--- src/design/ntc_pkg.sv ---
// Package: shared types, constants and the resistance/temperature table.
package ntc_pkg;
	localparam int TABLE_ENTRIES = 39;
	localparam int FRAC_BITS = 8;
	localparam int RES_INT_BITS = 20;
	localparam int RES_W = RES_INT_BITS + FRAC_BITS;
	localparam int IDX_W = $clog2(TABLE_ENTRIES);
	localparam int NUM_W = 36 + FRAC_BITS;
	localparam int QCNT_W = $clog2(NUM_W + 1);

	localparam logic [1:0] ST_OK = 2'd0;
	localparam logic [1:0] ST_ABOVE = 2'd1;
	localparam logic [1:0] ST_BELOW = 2'd2;
	localparam logic [1:0] ST_OUTSIDE = 2'd3;

	localparam logic signed [15:0] T_HIGH_MARK = 16'sd32767;
	localparam logic signed [15:0] T_LOW_MARK = -16'sd32768;

	localparam logic [1:0] REG_SUPPLY = 2'd0;
	localparam logic [1:0] REG_DIVIDER = 2'd1;
	localparam logic [1:0] REG_UPPER = 2'd2;

	typedef enum logic [3:0] {
		S_IDLE, S_LIM0, S_LIM1, S_LIM2, S_LIM3, S_DIV, S_RANGE, S_SEARCH,
		S_IMUL, S_IDIV, S_DONE
	} state_t;

	typedef struct packed {
		logic start;
		logic busy;
	} div_ctl_t;

	function automatic logic [19:0] rom_ohm(input logic [IDX_W-1:0] i);
		logic [19:0] r;
		case (i)
			0: r = 20'd195652; 1: r = 20'd148171; 2: r = 20'd113347; 3: r = 20'd87559;
			4: r = 20'd68237; 5: r = 20'd53650; 6: r = 20'd42506; 7: r = 20'd33892;
			8: r = 20'd27219; 9: r = 20'd22021; 10: r = 20'd17926; 11: r = 20'd14674;
			12: r = 20'd12081; 13: r = 20'd10000; 14: r = 20'd8315; 15: r = 20'd6948;
			16: r = 20'd5834; 17: r = 20'd4917; 18: r = 20'd4161; 19: r = 20'd3535;
			20: r = 20'd3014; 21: r = 20'd2586; 22: r = 20'd2228; 23: r = 20'd1925;
			24: r = 20'd1669; 25: r = 20'd1452; 26: r = 20'd1268; 27: r = 20'd1110;
			28: r = 20'd974; 29: r = 20'd858; 30: r = 20'd758; 31: r = 20'd672;
			32: r = 20'd596; 33: r = 20'd531; 34: r = 20'd474; 35: r = 20'd424;
			36: r = 20'd381; 37: r = 20'd342; 38: r = 20'd309;
			default: r = 20'd309;
		endcase
		return r;
	endfunction

	function automatic logic signed [15:0] rom_tdd(input logic [IDX_W-1:0] i);
		return 16'(-400 + 50 * int'(i));
	endfunction
endpackage

--- src/design/ntc_divider.sv ---
// Restoring divider: one quotient bit per cycle, unsigned.
module ntc_divider import ntc_pkg::*; (
	input  logic             clk,
	input  logic             arst_n,
	input  logic             start,
	input  logic [NUM_W-1:0] num,
	input  logic [NUM_W-1:0] den,
	output div_ctl_t         ctl,
	output logic [NUM_W-1:0] quo
);
	logic [NUM_W-1:0] rem_q, den_q, quo_q;
	logic [QCNT_W-1:0] cnt_q;
	logic busy_q;
	logic [NUM_W:0] trial;

	assign trial = {rem_q, quo_q[NUM_W-1]};

	always_ff @(posedge clk or negedge arst_n) begin
		if (!arst_n) begin
			busy_q <= 1'b0;
			cnt_q <= '0;
		end else if (start) begin
			busy_q <= 1'b1;
			cnt_q <= QCNT_W'(NUM_W);
		end else if (busy_q) begin
			cnt_q <= cnt_q - 1'b1;
			if (cnt_q == QCNT_W'(1)) busy_q <= 1'b0;
		end
	end

	always_ff @(posedge clk) begin
		if (start) begin
			rem_q <= '0;
			quo_q <= num;
			den_q <= den;
		end else if (busy_q) begin
			if (trial >= {1'b0, den_q}) begin
				rem_q <= NUM_W'(trial - {1'b0, den_q});
				quo_q <= {quo_q[NUM_W-2:0], 1'b1};
			end else begin
				rem_q <= trial[NUM_W-1:0];
				quo_q <= {quo_q[NUM_W-2:0], 1'b0};
			end
		end
	end

	assign ctl.start = start;
	assign ctl.busy = busy_q;
	assign quo = quo_q;
endmodule

--- src/design/ntc_divider_adc_to_temperature_unit.sv ---
// Top level: NTC divider voltage to temperature converter.
// Path from request to m_tvalid: above limit ends after S_LIM1, below limit after S_LIM3, outside table
// after S_DIV and S_RANGE; interpolated adds S_SEARCH (k = segment index 0..37), S_IMUL and S_IDIV.
// Throughput: one request at a time; s_tready is high only in idle, the next request is taken
// at the earliest in the cycle after the result register loads.
// A result not taken holds the unit in its final state. Reset: async active low,
// registers return to 3300 mV, 10 kohm, NTC low; no result pending.
module ntc_divider_adc_to_temperature_unit import ntc_pkg::*; (
	input  logic        clk,
	input  logic        arst_n,
	input  logic        s_tvalid,
	output logic        s_tready,
	input  logic [15:0] s_tdata,   // adc_mv
	output logic        m_tvalid,
	input  logic        m_tready,
	output logic [23:0] m_tdata,   // temperature[15:0], status[17:16], zero fill
	input  logic        cfg_we,
	input  logic [1:0]  cfg_index,
	input  logic [19:0] cfg_data
);
	state_t state_q, state_d;
	logic [15:0] supply_q, v_q;
	logic [19:0] rd_q;
	logic upper_q;
	logic [IDX_W-1:0] k_q;
	logic [RES_W-1:0] res_q;
	logic signed [15:0] t_q, m_t_q;
	logic [1:0] st_q, m_st_q;
	logic [NUM_W-1:0] mul_q, lhs_q;
	logic out_v_q;
	logic out_load;
	logic div_start;
	logic [NUM_W-1:0] div_num, div_den, quo;
	div_ctl_t dctl;
	logic [NUM_W-1:0] a_op, b_op;
	logic [NUM_W-1:0] prod;
	logic [19:0] rf, rl;
	logic [RES_W-1:0] rk1, dk;

	assign rf = rom_ohm(IDX_W'(0));
	assign rl = rom_ohm(IDX_W'(TABLE_ENTRIES - 1));
	assign rk1 = {rom_ohm(k_q + 1'b1), {FRAC_BITS{1'b0}}};
	assign dk = {rom_ohm(k_q) - rom_ohm(k_q + 1'b1), {FRAC_BITS{1'b0}}};
	assign out_load = (state_q == S_DONE) && (!out_v_q || m_tready);

	ntc_divider u_div (.clk, .arst_n, .start(div_start), .num(div_num), .den(div_den),
		.ctl(dctl), .quo);

	always_ff @(posedge clk or negedge arst_n) begin
		if (!arst_n) begin
			supply_q <= 16'd3300;
			rd_q <= 20'd10000;
			upper_q <= 1'b0;
			state_q <= S_IDLE;
			out_v_q <= 1'b0;
		end else begin
			state_q <= state_d;
			if (cfg_we) begin
				unique case (cfg_index)
					REG_SUPPLY: supply_q <= cfg_data[15:0];
					REG_DIVIDER: rd_q <= cfg_data;
					REG_UPPER: upper_q <= cfg_data[0];
					default: ;
				endcase
			end
			if (out_load) out_v_q <= 1'b1;
			else if (m_tready) out_v_q <= 1'b0;
		end
	end

	always_ff @(posedge clk) begin
		if (out_load) begin
			m_t_q <= t_q;
			m_st_q <= st_q;
		end
	end

	// shared multiplier operands (one product per cycle, combinational)
	always_comb begin
		a_op = '0;
		b_op = '0;
		unique case (state_q)
			S_LIM0: begin a_op = NUM_W'(v_q); b_op = NUM_W'(rd_q) + NUM_W'(upper_q ? rl : rf); end
			S_LIM1: begin a_op = NUM_W'(supply_q); b_op = NUM_W'(upper_q ? rd_q : rf); end
			S_LIM2: begin a_op = NUM_W'(v_q); b_op = NUM_W'(rd_q) + NUM_W'(upper_q ? rf : rl); end
			S_LIM3: begin a_op = NUM_W'(supply_q); b_op = NUM_W'(upper_q ? rd_q : rl); end
			default: ;
		endcase
	end
	assign prod = NUM_W'(a_op[21:0] * b_op[21:0]);

	always_comb begin
		logic [NUM_W-1:0] nm, dn;
		nm = '0;
		dn = '0;
		if (upper_q) begin
			nm = (supply_q > v_q) ? NUM_W'(rd_q * (supply_q - v_q)) : '0;
			dn = NUM_W'(v_q);
		end else begin
			nm = NUM_W'(rd_q * v_q);
			dn = (supply_q > v_q) ? NUM_W'(supply_q - v_q) : '0;
		end
		div_num = (state_q == S_IMUL) ? mul_q : NUM_W'(nm << FRAC_BITS);
		div_den = (state_q == S_IMUL) ? NUM_W'(dk) : dn;
	end

	always_comb begin
		state_d = state_q;
		div_start = 1'b0;
		s_tready = (state_q == S_IDLE);
		unique case (state_q)
			S_IDLE: if (s_tvalid && s_tready) state_d = S_LIM0;
			S_LIM0: state_d = S_LIM1;
			S_LIM1: state_d = (lhs_q > prod) ? S_DONE : S_LIM2;
			S_LIM2: state_d = S_LIM3;
			S_LIM3: begin
				if (lhs_q < prod) state_d = S_DONE;
				else if (div_den == '0) state_d = S_RANGE;
				else begin div_start = 1'b1; state_d = S_DIV; end
			end
			S_DIV: if (!dctl.start && !dctl.busy) state_d = S_RANGE;
			S_RANGE: state_d = (res_q > {rf, {FRAC_BITS{1'b0}}} ||
				res_q < {rl, {FRAC_BITS{1'b0}}}) ? S_DONE : S_SEARCH;
			S_SEARCH: if (res_q >= rk1 || k_q == IDX_W'(TABLE_ENTRIES - 2)) state_d = S_IMUL;
			S_IMUL: begin div_start = 1'b1; state_d = S_IDIV; end
			S_IDIV: if (!dctl.start && !dctl.busy) state_d = S_DONE;
			S_DONE: if (!out_v_q || m_tready) state_d = S_IDLE;
			default: state_d = S_IDLE;
		endcase
	end

	always_ff @(posedge clk) begin
		case (state_q) inside
			S_IDLE: begin v_q <= s_tdata; k_q <= '0; end
			S_LIM0, S_LIM2: lhs_q <= prod;
			S_LIM3: res_q <= {RES_W{1'b1}};
			S_DIV: res_q <= (quo > NUM_W'({RES_W{1'b1}})) ? {RES_W{1'b1}} : quo[RES_W-1:0];
			S_SEARCH: begin
				if (!(res_q >= rk1 || k_q == IDX_W'(TABLE_ENTRIES - 2))) k_q <= k_q + 1'b1;
				// positive segments round the drop up so the sum truncates toward zero
				else mul_q <= NUM_W'(7'd50 * (res_q - rk1)) +
					((rom_tdd(k_q + 1'b1) > 16'sd0) ? NUM_W'(dk) - 1'b1 : '0);
			end
			default: ;
		endcase
		// result selection
		if (state_q == S_LIM1 && lhs_q > prod) begin
			t_q <= T_LOW_MARK; st_q <= ST_ABOVE;
		end
		if (state_q == S_LIM3 && lhs_q < prod) begin
			t_q <= T_HIGH_MARK; st_q <= ST_BELOW;
		end
		if (state_q == S_RANGE) begin
			t_q <= T_LOW_MARK; st_q <= ST_OUTSIDE;
		end
		if (state_q == S_IDIV && !dctl.start && !dctl.busy) begin
			t_q <= rom_tdd(k_q + 1'b1) - 16'(quo); st_q <= ST_OK;
		end
	end

	assign m_tvalid = out_v_q;
	assign m_tdata = {6'd0, m_st_q, m_t_q};

	a_ready_idle: assert property (@(posedge clk) disable iff (!arst_n)
		s_tready |-> state_q == S_IDLE) else $error("ready outside idle");
	a_done_valid: assert property (@(posedge clk) disable iff (!arst_n)
		state_q == S_DONE |=> m_tvalid) else $error("result lost");
	a_hold_stall: assert property (@(posedge clk) disable iff (!arst_n)
		m_tvalid && !m_tready |=> m_tvalid && $stable(m_tdata))
		else $error("result changed while stalled");
endmodule

--- config.mk ---
export PLATFORM = sky130hd
export DESIGN_NAME = ntc_divider_adc_to_temperature_unit
export DESIGN_NICKNAME = d
export VERILOG_FILES = /design/src/design/ntc_pkg.sv /design/src/design/ntc_divider.sv /design/src/design/ntc_divider_adc_to_temperature_unit.sv
export SDC_FILE = /design/constraint.sdc
export NUM_CORES = 2
export LEC_CHECK = 0
export BUFFER_PORTS_ARGS = -buffer_cell sky130_fd_sc_hd__buf_4
export CORE_MARGIN = 4
export CORE_UTILIZATION = 55
export CTS_CLUSTER_SIZE = 8
export DETAILED_ROUTE_END_ITERATION = 7
export HOLD_SLACK_MARGIN = 0.15
export PLACE_DENSITY = 0.75
export SLEW_MARGIN = 20
export SYNTH_ARGS = -nofsm -noshare
export SYNTH_HDL_FRONTEND = slang
export SYNTH_HIERARCHICAL = 1
export SYNTH_SLANG_ARGS = --single-unit
--- constraint.sdc ---
create_clock -name clk -period 35.4 [get_ports clk]
set_input_delay 1.77 -clock clk [delete_from_list [all_inputs] [get_ports clk]]
set_output_delay 1.77 -clock clk [all_outputs]
set_load 0.01 [all_outputs]
==> impl_metrics.ini <==
[job]
maxCapViolCount = 0

[worst_setup_path]
endpoint_kind = flop
crit_required_ns = 35.79
worst_path_most_repeated_cell = fa_1
crit_family = compound AO/OA/AOI/OAI gates
start_kind = flop
path_max_fanout = 59
cp_slowest_stage_delay_ns = 0.70
cp_slowest_cell = xnor2_1
worst-endpoint-arrival_ns = 16.15
path_buf_inv = 10
worstSetupPathType = flop to flop

[timing]
setup-violations-final = 0
worstMarginPinSlew_ns = 1.27
grt_setup_unrepaired = no
max_freq_mhz = 63.4
finalClockSkew_ns = 0.0557
tns_ns = 0
hold_slack_ns = 0.414
period_minus_slack_ns = 15.76
setup_ws_ns = 19.64
maxSlewViolCount = 0
hold_violations = 0
period_share_pct = 44.5
slew_headroom_pct = 15.2

[yosys]
yosys_register_bits = 369
ys_seq_area_share_pct = 15.8
ys_types = 107
synth_edf_count = 250
async_flop_share_pct = 13.3
synthCells = 7204
syn-cell-area_sq_um = 64200
ys_warn_count = 6
synth_ff_type = edfxtp_1
synth_area_per_cell_sq_um = 8.91

[hold_path]
hold_class = flop to flop

[global_route]
grt_antenna_before_repair = 13
grt_pass1_vias = 53000
grt_usage_pct = 29.7
grt_max_degree = 87
grt_pass1_wl_mm = 289
globalRouteOverflowTotal = 0

[placement]
portBuffers = 62
place.gp.congestion = 0.983
dp_hpwl_mm = 138
post-place-ws_ns = 19.86

[clock_tree]
cts_tree = built
clkLatencyLatePin_ns = 0.65
cts-hold-fix-buffers = 0
cts_resized = 0
post-cts-setup-buffers = 0
clkSinkCount = 369
cts_made_buffers = 54
cts.clk_slew.worst_paths_ns = 0.05
clock-root-buffer = clkbuf_16
cts-htree-levels = 2
clockBufferDepth = 3

[routing]
num_vias = 51900
drc_errors = 0
firstDrtPassIters = 7
drtIter0Drc = 4802
ant_nets = 0
wire_per_inst_um = 20.7
viasPerCell = 5.98
wl_mm = 180

[layout]
regArea_sq_um = 10200
n_fill_cell = 10100
syn_to_final_growth_pct = 5.61
mostFrequentLayoutCell = inv_1
layout_common_cells = inv_1 (1,144), nand2_1 (938), fa_1 (908), ha_1 (651), nor2_1 (390)
utilization_pct = 58.4
drive_above_1_share_pct = 5.75
nNetsFinal = 8711
multiInputGateArea_sq_um = 48600

[outcome]
status = finished clean

[die]
row_count = 125
die_h_um = 350
dieArea_sq_um = 122000
die-width_um = 350
core_sq_um = 116000
pin_count = 69
start_util_pct = 55.3
stage by stage:
step | area [sq um] | std cells
after floorplan | 64200 | 7209
after global placement | 66200 | 8577
after detailed placement | 66200 | 8577
after CTS | 67800 | 8678
after global routing | 67800 | 8683
final | 67800 | 8688
logic make-up after synthesis:
family | share of synthesized area (%)
multiplexers | 1.67
adder cells (fa/ha/maj) | 41.0
buffers and inverters | 8.80
XOR/XNOR | 4.20
flip-flops | 15.8
other | 0.00584
AO/OA/AOI/OAI | 13.4
AND/OR/NAND/NOR | 15.1
per-layer routing:
metal  share of wire (%)  global-route usage [%]  routed length (um)
met5               0.017                       0                  30
met1                  40                    39.7               72500
met4                 4.8                    12.2                8690
met3                 8.5                    4.68               15300
met2                  46                    48.7               83400
cell type report:
| cell class | instances | area share [%] |
|---|---|---|
| Antenna cell | 10 | 0.0369 |
| Clock buffer | 94 | 2.23 |
| Clock inverter | 7 | 0.114 |
| Inverter | 1154 | 6.39 |
| Multi-Input combinational cell | 5363 | 71.6 |
| Sequential cell | 369 | 15.0 |
| Tap cell | 1524 | 2.81 |
| Timing Repair Buffer | 167 | 1.85 |
state kept, by name, summed over array words and instances (netlist names), named ones only:
register      count
supply_q         16
k_q               6
rd_q             20
u_div/quo        44
mul_q            44
t_q              16
state_q           4
upper_q           1
st_q              2
m_t_q            16
v_q              16
lhs_q            40
u_div/den_q      44
res_q            28
u_div/rem_q      44
m_st_q            2
u_div/cnt_q       6
u_div/busy_q      1
m_tvalid          1
synth_stat cells (145+ instances only):
cell,number,area (sq um)
fa_1,908,18200
inv_1,1146,4300
and2_1,259,1620
nor2_1,392,1470
clkbuf_1,274,1030
xnor2_1,209,1830
a21o_1,145,1090
ha_1,651,8150
nand2_1,938,3520
o21ai_0,229,1150
a21oi_1,344,1720
edfxtp_1,250,7510
final timing paths:
| check | start | endpoint | slack, ns | depth (start not counted) |
|---|---|---|---|---|
| worst max-delay path | state_q[2] | u_div/quo[30] | 19.64 | 51 |
| worst min-delay path | t_q[11] | m_t_q[11] | 0.41 | 0 |
| worst max register to register | state_q[2] | u_div/quo[30] | 19.64 | 51 |
| worst min register to register | t_q[11] | m_t_q[11] | 0.41 | 0 |
| max in group asynchronous | arst_n | u_div/busy_q | 33.68 | 1 |
| min in group asynchronous | arst_n | supply_q[0] | 1.19 | 1 |
Power is not shown: default switching activity piles up to over one toggle a cycle in this logic, so the estimate is an artifact.
